--- src/design/cmm_pkg.sv ---
`timescale 1ns / 1ps
// Shared types, constants and helpers for the compensated moving mean unit.
// No dependencies.

package cmm_pkg;

	localparam int unsigned MAX_ELEMENTS = 1024;
	localparam int unsigned ADDR_W       = $clog2(MAX_ELEMENTS);

	typedef logic [63:0] dbl_t;

	typedef enum logic [1:0] {
		FN_ADD    = 2'd0,
		FN_REMOVE = 2'd1,
		FN_READ   = 2'd2,
		FN_NONE   = 2'd3
	} func_t;

	localparam dbl_t SIGN_MASK   = 64'h8000_0000_0000_0000;
	localparam dbl_t QUIET_BIT   = 64'h0008_0000_0000_0000;
	localparam dbl_t DEFAULT_NAN = 64'hFFF8_0000_0000_0000;
	localparam logic [10:0] EXP_MAX = 11'h7FF;

	function automatic logic is_nan(input dbl_t d);
		return (d[62:52] == EXP_MAX) && (d[51:0] != 52'd0);
	endfunction

	function automatic logic is_inf(input dbl_t d);
		return (d[62:52] == EXP_MAX) && (d[51:0] == 52'd0);
	endfunction

	function automatic dbl_t quiet(input dbl_t d);
		return d | QUIET_BIT;
	endfunction

endpackage

--- src/design/cmm_fscale.sv ---
`timescale 1ns / 1ps
// Scales a double by the rounded reciprocal of a 16-bit frame count.
// Radix-2 reciprocal, 27-bit partial-product multiply, round. Depends on cmm_pkg.

module cmm_fscale import cmm_pkg::*; (
	input  logic        clk,
	input  logic        arst_n,
	input  logic        start,
	input  dbl_t        num,
	input  logic [15:0] count,
	output logic        done,
	output dbl_t        y
);

	typedef enum logic [6:0] {
		FS_IDLE = 7'b0000001,
		FS_DIV  = 7'b0000010,
		FS_RCP  = 7'b0000100,
		FS_MUL  = 7'b0001000,
		FS_LZC  = 7'b0010000,
		FS_SHF  = 7'b0100000,
		FS_RND  = 7'b1000000
	} fs_state_t;

	localparam logic [6:0] DIV_STEPS = 7'd69;

	fs_state_t state_q;
	logic [6:0]  it_q;
	logic [1:0]  pp_q;
	logic        done_q;

	dbl_t        num_q, y_q;
	logic [15:0] m16_q, rem_q;
	logic [3:0]  p_q;
	logic [54:0] q_q;
	logic [52:0] ma_q, mb_q;
	logic [10:0] ea_q, eb_q;
	logic [105:0] acc_q;
	logic signed [13:0] k_q, e_q;
	logic [52:0] mant_q;
	logic        g_q, st_q;

	// start: normalize divisor
	logic [15:0] n_c;
	logic [3:0]  p_c;
	always_comb begin
		n_c = (count == 16'd0) ? 16'd1 : count;
		p_c = 4'd0;
		for (int i = 0; i < 16; i++) begin
			if (n_c[i]) begin
				p_c = 4'(i);
			end
		end
	end

	// divide step
	logic [16:0] rem2;
	logic        ge;
	always_comb begin
		rem2 = {rem_q, 1'b0};
		ge   = rem2 >= {1'b0, m16_q};
	end

	// reciprocal rounding and operand unpack
	logic        rup, spc;
	logic [53:0] rm;
	dbl_t        spv;
	logic [10:0] rexp;
	logic [51:0] rfrac;
	always_comb begin
		rup = q_q[0] & ((rem_q != 16'd0) | q_q[1]);
		rm  = {1'b0, q_q[53:1]} + 54'(rup);
		if (q_q[54]) begin
			rexp  = 11'd1023 - 11'(p_q);
			rfrac = 52'd0;
		end else if (rm[53]) begin
			rexp  = 11'd1023 - 11'(p_q);
			rfrac = 52'd0;
		end else begin
			rexp  = 11'd1022 - 11'(p_q);
			rfrac = rm[51:0];
		end
		spc = (num_q[62:52] == EXP_MAX) || (num_q[62:0] == 63'd0);
		if (is_nan(num_q)) begin
			spv = quiet(num_q);
		end else if (is_inf(num_q)) begin
			spv = num_q;
		end else begin
			spv = {num_q[63], 63'd0};
		end
	end

	// partial product
	logic [26:0]  op_a, op_b;
	logic [53:0]  prod;
	logic [105:0] prod_sh;
	always_comb begin
		op_a = pp_q[1] ? {1'b0, ma_q[52:27]} : ma_q[26:0];
		op_b = pp_q[0] ? {1'b0, mb_q[52:27]} : mb_q[26:0];
		prod = op_a * op_b;
		unique case (pp_q)
			2'd0:    prod_sh = 106'(prod);
			2'd3:    prod_sh = 106'(prod) << 54;
			default: prod_sh = 106'(prod) << 27;
		endcase
	end

	// leading one and shift amount
	logic [6:0] lead;
	logic signed [13:0] k1, k2, e_c;
	always_comb begin
		lead = 7'd0;
		for (int i = 0; i < 106; i++) begin
			if (acc_q[i]) begin
				lead = 7'(i);
			end
		end
		k1  = $signed(14'(lead)) - 14'sd52;
		k2  = 14'sd1076 - $signed(14'(ea_q)) - $signed(14'(eb_q));
		e_c = $signed(14'(lead)) + $signed(14'(ea_q)) + $signed(14'(eb_q)) - 14'sd1127;
	end

	// right shift with sticky
	logic [107:0] wide, ext, mask;
	logic [6:0]   kz;
	always_comb begin
		wide = {acc_q, 2'b00};
		kz   = k_q[6:0];
		ext  = wide >> kz;
		mask = (108'd1 << kz) - 108'd1;
	end

	// final rounding
	logic        up;
	logic [53:0] m_r;
	logic [11:0] fld, fld2;
	logic [51:0] frac;
	dbl_t        res;
	always_comb begin
		up   = g_q & (st_q | mant_q[0]);
		m_r  = {1'b0, mant_q} + 54'(up);
		fld  = (e_q >= 14'sd1) ? 12'(e_q) : 12'd0;
		if (m_r[53]) begin
			fld2 = fld + 12'd1;
			frac = m_r[52:1];
		end else if ((fld == 12'd0) && m_r[52]) begin
			fld2 = 12'd1;
			frac = m_r[51:0];
		end else begin
			fld2 = fld;
			frac = m_r[51:0];
		end
		if (fld2 >= 12'd2047) begin
			res = {num_q[63], EXP_MAX, 52'd0};
		end else begin
			res = {num_q[63], fld2[10:0], frac};
		end
	end

	always_ff @(posedge clk or negedge arst_n) begin
		if (!arst_n) begin
			state_q <= FS_IDLE;
			it_q    <= 7'd0;
			pp_q    <= 2'd0;
			done_q  <= 1'b0;
		end else begin
			done_q <= 1'b0;
			unique case (state_q)
				FS_IDLE: begin
					if (start) begin
						state_q <= FS_DIV;
						it_q    <= 7'd0;
					end
				end
				FS_DIV: begin
					it_q <= it_q + 7'd1;
					if (it_q == DIV_STEPS - 7'd1) begin
						state_q <= FS_RCP;
					end
				end
				FS_RCP: begin
					pp_q <= 2'd0;
					if (spc) begin
						done_q  <= 1'b1;
						state_q <= FS_IDLE;
					end else begin
						state_q <= FS_MUL;
					end
				end
				FS_MUL: begin
					pp_q <= pp_q + 2'd1;
					if (pp_q == 2'd3) begin
						state_q <= FS_LZC;
					end
				end
				FS_LZC: state_q <= FS_SHF;
				FS_SHF: state_q <= FS_RND;
				FS_RND: begin
					done_q  <= 1'b1;
					state_q <= FS_IDLE;
				end
				default: state_q <= FS_IDLE;
			endcase
		end
	end

	always_ff @(posedge clk) begin
		unique case (state_q)
			FS_IDLE: begin
				num_q <= num;
				p_q   <= p_c;
				m16_q <= n_c << (4'd15 - p_c);
				rem_q <= 16'd1;
				q_q   <= 55'd0;
			end
			FS_DIV: begin
				rem_q <= ge ? 16'(rem2 - {1'b0, m16_q}) : rem2[15:0];
				q_q   <= {q_q[53:0], ge};
			end
			FS_RCP: begin
				y_q   <= spv;
				eb_q  <= rexp;
				mb_q  <= {1'b1, rfrac};
				ea_q  <= (num_q[62:52] == 11'd0) ? 11'd1 : num_q[62:52];
				ma_q  <= {num_q[62:52] != 11'd0, num_q[51:0]};
				acc_q <= 106'd0;
			end
			FS_MUL: acc_q <= acc_q + prod_sh;
			FS_LZC: begin
				k_q <= (k1 > k2) ? k1 : k2;
				e_q <= e_c;
			end
			FS_SHF: begin
				if (k_q > 14'sd107) begin
					mant_q <= 53'd0;
					g_q    <= 1'b0;
					st_q   <= |acc_q;
				end else begin
					mant_q <= ext[54:2];
					g_q    <= ext[1];
					st_q   <= ext[0] | (|(wide & mask));
				end
			end
			FS_RND: y_q <= res;
			default: y_q <= y_q;
		endcase
	end

	assign done = done_q;
	assign y    = y_q;

endmodule

--- config.mk ---
export PLATFORM = sky130hd
export DESIGN_NAME = cmm_fscale
export DESIGN_NICKNAME = d
export VERILOG_FILES = /design/src/design/cmm_pkg.sv /design/src/design/cmm_fscale.sv
export SDC_FILE = /design/constraint.sdc
export NUM_CORES = 2
export LEC_CHECK = 0
export BUFFER_PORTS_ARGS = -buffer_cell sky130_fd_sc_hd__buf_4
export CORE_MARGIN = 10
export CORE_UTILIZATION = 45
export DETAILED_ROUTE_END_ITERATION = 6
export HOLD_SLACK_MARGIN = 0.15
export SYNTH_ARGS = -nofsm -noshare
export SYNTH_HDL_FRONTEND = slang
export SYNTH_SLANG_ARGS = --single-unit
--- constraint.sdc ---
create_clock -name clk -period 12.45 [get_ports clk]
set_input_delay 1.8675 -clock clk [delete_from_list [all_inputs] [get_ports clk]]
set_output_delay 1.8675 -clock clk [all_outputs]
set_load 0.01 [all_outputs]
# [Word level (Yosys, flattened, before mapping)]
# Cells that the tools add are included.
[totals] wordCells=236 latchBits=0 romBits=0 inputBits=83 ff_bits=552 ram_bits=0 n_memories=0 output_inout_bits=65
[classes] reduce_logical=21 order_cmp=5 n_mux=150 add_sub_neg=17 mul=1 bitwise=6 n_shift=3 div_mod_pow=0 n_eq_ne=13
[ops] op="two-way mux 7 bit" count=108
[ops] op="case mux 106 bit (2 select lines)" count=2
[ops] op="two-way mux 63 bit" count=3
[ops] op="case mux 64 bit (2 select lines)" count=1
[ops] op="case mux 55 bit (2 select lines)" count=1
[ops] op="adder 53 x 1 -> 54 bit" count=2
[ops] op="bitwise AND 108 bit" count=1
[ops] op="OR reduction 108 bit" count=1
[ops] op="left shift 1 x 7 -> 108 bit (first input constant)" count=1
[ops] op=">> shifter 108 x 7 -> 55 bit" count=1
[ops] op="subtractor 108 x 1 -> 108 bit (second input constant)" count=1
[ops] op="adder 106 bit" count=1
[ops] op="OR reduction 106 bit" count=1
[ops] op="logical NOT 63 bit" count=1
[ops] op="multiplier 27 x 27 -> 54 bit" count=1
[ops] op="two-way mux 27 bit" count=2
[ops] op="logical NOT 52 bit" count=1
[ops] op="two-way mux 52 bit" count=1
[ops] op="nonzero test 52 bit" count=1
[ops] op="two-way mux 4 bit" count=11
[ops] op="case mux 7 bit (6 select lines)" count=1
[ops] op="two-way mux 12 bit" count=3
[ops] op="two-way mux 16 bit" count=2
[ops] op="case mux 16 bit (2 select lines)" count=1
[ops] op="50 further kinds" count=67

# [Depth between registers and ports, before layout]
[depth] depth_word=108 ltp_mapped=44 ltp_nobuf=40

# [Worst setup path after synthesis]
# Ideal clock, no wire load.
[synth_timing] path_kind="reg-to-reg" start="reg pp_q[1]" end="reg acc_q[89], data pin" t_required_ns=12.184 synth_period_minus_slack_ns=11.865 path_slack_ns=0.585 setup_ns=0.266 stages_incl_launch_ff=38 arrival_ns=11.599 path_buffers=4 path_cell_list="dfrtp_1 -> clkbuf_1 -> buf_1 -> buf_1 -> mux2i_1 -> nor2_1 -> fa_1 -> inv_1 -> fa_1 -> fa_1 -> fa_1 -> fa_1 -> fa_1 -> inv_1 -> fa_1 -> ha_1 -> a21o_1 -> a2111oi_0 -> [... 2 more ...] -> a31oi_1 -> o21ai_0 -> o21bai_1 -> a21oi_1 -> xor2_1 -> o21ai_0 -> ha_1 -> clkbuf_1 -> nand3_1 -> nand2_1 -> a2111o_1 -> a2111oi_0 -> a31oi_1 -> a2111oi_1 -> nor2_1 -> a21oi_1 -> xor2_1 -> nor2_1"
[synth_via] elab_chain_len=5 elab_cells_between_ends=7
[synth_rtl] element="from (decl)" line_no="cmm_fscale.sv:29" rtl="logic [1:0] pp_q;"
[synth_rtl] element="from (signal assigned)" line_no="cmm_fscale.sv:191" rtl="pp_q <= pp_q + 2'd1;"
[synth_rtl] element="two-way mux 27 bit" line_no="cmm_fscale.sv:98" rtl="op_a = pp_q[1] ? {1'b0, ma_q[52:27]} : ma_q[26:0];"
[synth_rtl] element="multiplier 27 x 27 -> 54 bit" line_no="cmm_fscale.sv:100" rtl="prod = op_a * op_b;"
[synth_rtl] element="case mux 106 bit (2 select lines) (*)" line_no="cmm_fscale.sv:101" rtl="unique case (pp_q)"
[synth_rtl] element="adder 106 bit (*)" line_no="cmm_fscale.sv:228" rtl="FS_MUL: acc_q <= acc_q + prod_sh;"
[synth_rtl] element="case mux 106 bit (2 select lines) (*)" line_no="cmm_fscale.sv:208" rtl="unique case (state_q)"
[synth_rtl] element="to (signal assigned)" line_no="cmm_fscale.sv:228"
[synth_rtl] element="to (decl)" line_no="cmm_fscale.sv:38" rtl="logic [105:0] acc_q;"
# Every way passes the cells marked *; elsewhere a longest branch is shown, timed or not.
# A chain may end at the register's enable or synchronous reset.

# [Final worst setup path]
[layout_timing] start="reg pp_q[0]" end="reg acc_q[105], data pin"
[layout_via] elab_chain_len=5 elab_cells_between_ends=7
[layout_rtl] element="two-way mux 27 bit" line_no="cmm_fscale.sv:99" rtl="op_b = pp_q[0] ? {1'b0, mb_q[52:27]} : mb_q[26:0];"
[layout_rtl] element="multiplier 27 x 27 -> 54 bit" line_no="cmm_fscale.sv:100"
[layout_rtl] element="case mux 106 bit (2 select lines) (*)" line_no="cmm_fscale.sv:101"
[layout_rtl] element="adder 106 bit (*)" line_no="cmm_fscale.sv:228"
[layout_rtl] element="case mux 106 bit (2 select lines) (*)" line_no="cmm_fscale.sv:208"
# Marked as above.

==> impl_metrics.ini <==
[run_status]
status = finished clean

[sta]
worst_pin_slew_ns = 1.253
timing.final.crit_share = 0.9548
period_minus_slack_ns = 11.89
setup-violations-final = 0
max_slew_margin = 0.1586
hold_viol_final = 0
timing.final.ws_setup_ns = 0.5622
fmaxAchievable_mhz = 84.12
fin_tns_setup_ns = 0
maxSlewViolCount = 0
rsz0062_at_grt = no
fin_skew_ns = 0.08338

[floorplanning]
num_rows = 138
initial_core_util = 0.4538
coreArea_sq_um = 141900
die_area_sq_um = 158700
io_pins = 148
chipWidth_microns = 398.3
die_height_microns = 398.3

[routing]
dr.pass1.iters = 6
postRouteAntennaNets = 0
drtIter0Drc = 5884
routed_wl_microns = 229600
drt-vias-per-instance = 6.050
avgRoutedWirePerCell_microns = 25.46
vias = 54544
drcViolationCount = 0

[logic_synthesis]
synth_edf_count = 528
synthesis.nets = 8194
syn_inst = 7110
synthArstFlopShare = 0.03119
ys_ff_latch = 545
synth_area_sq_um = 64410
synth_top_area_frac = 0.2461
synth_area_leaders = edfxtp_1 (25%), fa_1 (20%), ha_1 (7.2%)
avgSynthCellArea_sq_um = 9.059
yosysTopAreaCell = edfxtp_1
yosysSeqAreaShare = 0.2528
synthDistinctLibCells = 96
yosys_most_used_dff = edfxtp_1
ys_warn_count = 0

[power_and_ir_drop]
vdd_drop_max_mv = 0.3436
p_per_area_nw_per_um2 = 195.8
total_power_mw = 13.64
leakagePower_nw = 29.78

[clock_network]
cts_tree = built
clkLatencyLatePin_ns = 0.71
cts.sinks = 545
postCtsResizedCells = 0
cts_setup_buffers = 0
clockRootBuffer = clkbuf_16
cts_buffers = 67
holdBufCountCts = 0
htreeDepth = 3
clkSlewWorstSetupHoldPaths_ns = 0.07
cts_buffer_depth = 3

[final_layout]
area_growth_pct = 8.129
fin_util = 0.4907
drive_above_1_share = 0.08436
fin_cells = 9016
final_cell_mix = nand2_1 (1104), inv_1 (818), nor2_1 (674)
final_nets = 8156
final_common_cell = nand2_1

[global_routing]
grt_pass1_wl_microns = 341800
first_global_vias = 53395
antenna_found_initial = 5
grt_max_degree = 118
grt_use_total = 0.2831
grt_overflow = 0

[min_path]
hold_depth = 0
hold_class = flip-flop to flip-flop

[placed_design]
gp_congestion = 1.016
place_hpwl_microns = 181500
portBuffers = 147
post-place-ws_ns = 0.2900
dp.cells = 8893

[worst_setup_path]
r2r_slack_ns = 0.56
cpMaxStageDelayCell = dfrtp_4
r2r-end = acc_q[105]
cp-end-kind = flip-flop
cp.required_ns = 12.89
cp-start-kind = flip-flop
r2r_start = pp_q[0]
r2r_cells = 41
crit_top_cell = fa_1
crit_path_start = pp_q[0]
worstPathMaxFanout = 24
max_stage_delay_ns = 0.64
worstPathArrival_ns = 12.33
endpoint = acc_q[105]
worst-setup-path-type = flip-flop to flip-flop

[job]
drv_cap = 0
stage by stage:
step | hold WS (ns) | area, sq um
floorplan | 0.4003 | 64410
global placement | 0.4054 | 67480
detailed placement | 0.4142 | 67480
CTS | 0.4333 | 69630
global route | 0.4381 | 69640
finish | 0.4188 | 69650
layer usage:
layer / up-vias / GRT usage / wire [microns]
met4: 6 / 0.1305 / 12560
met3: 498 / 0.05181 / 19670
met1: 27169 / 0.3796 / 93030
met5: - / 0 / 45
met2: 2705 / 0.4442 / 104300
li1: 24166 / - / -
final cells by class:
class,instances,area [sq um]
Multi-Input combinational cell,5373,43740
Fill cell,13530,72280
Inverter,825,3103
Tap cell,1890,2365
Antenna cell,2,5.005
Sequential cell,545,16290
Timing Repair Buffer,260,1989
Clock inverter,41,431.7
Clock buffer,80,1725
report_power, final:
part	internal (mW)	switching (mW)
logic	3.44	5.57
clock network	1.08	0.893
registers	2.37	0.275
total	6.90	6.74
how the worst min path moves through the flow:
| stage | startpoint | endpoint | slack (ns) |
|---|---|---|---|
| CTS | num_q[63] | y[63] | 0.43 |
| finish | num_q[63] | y[63] | 0.42 |
| global route | num_q[63] | y[63] | 0.44 |
| floorplan | num_q[63] | y[63] | 0.40 |
| detailed placement | num_q[63] | y[63] | 0.41 |
| global placement | num_q[63] | y[63] | 0.41 |
cells in the mapped netlist (all sizes together), types with 69 or more instances:
master and n:
nor2 675, nand3 118, ha 369, mux4 107, fa 632, buf 79
xnor2 153, nor3 80, o21ai 286, mux2i 139, a211oi 69, edfxtp 528
clkbuf 288, a21o 97, inv 824, and2 151, a21oi 347, nand2 1107
xor2 121
critical path: cells and delay by family, from the launching register on:
kind	cells	cell delay, ns
DFF	1	0.64
and+or+nand+nor	5	0.62
muxes	1	0.54
adders and majority gates	9	4.33
AOI/OAI and AO/OA	15	3.81
xor gates and xnor gates	2	0.51
buffers and inverters	9	1.17
cells by family (layout without fill, tap and decap cells):
family / after synthesis / after routing / share of synthesized area
xor+xnor: 274 / 274 / 0.03726
simple gates: 2519 / 2519 / 0.1739
mux: 302 / 302 / 0.06880
fa+ha+maj: 1002 / 1002 / 0.2683
flops: 545 / 545 / 0.2528
other cells: 1 / 3 / 0.00005822
buf+inv: 1192 / 1206 / 0.06979
compound gates: 1275 / 1275 / 0.1292
sequential cells by signal, indices dropped and copies added (netlist names), 11 cells and up:
signal	cells
acc_q	106
num_q	64
y	64
q_q	55
ma_q	53
mant_q	53
mb_q	52
m16_q	16
rem_q	16
e_q	14
k_q	13
ea_q	11
Power figures use the tool's default switching activity.
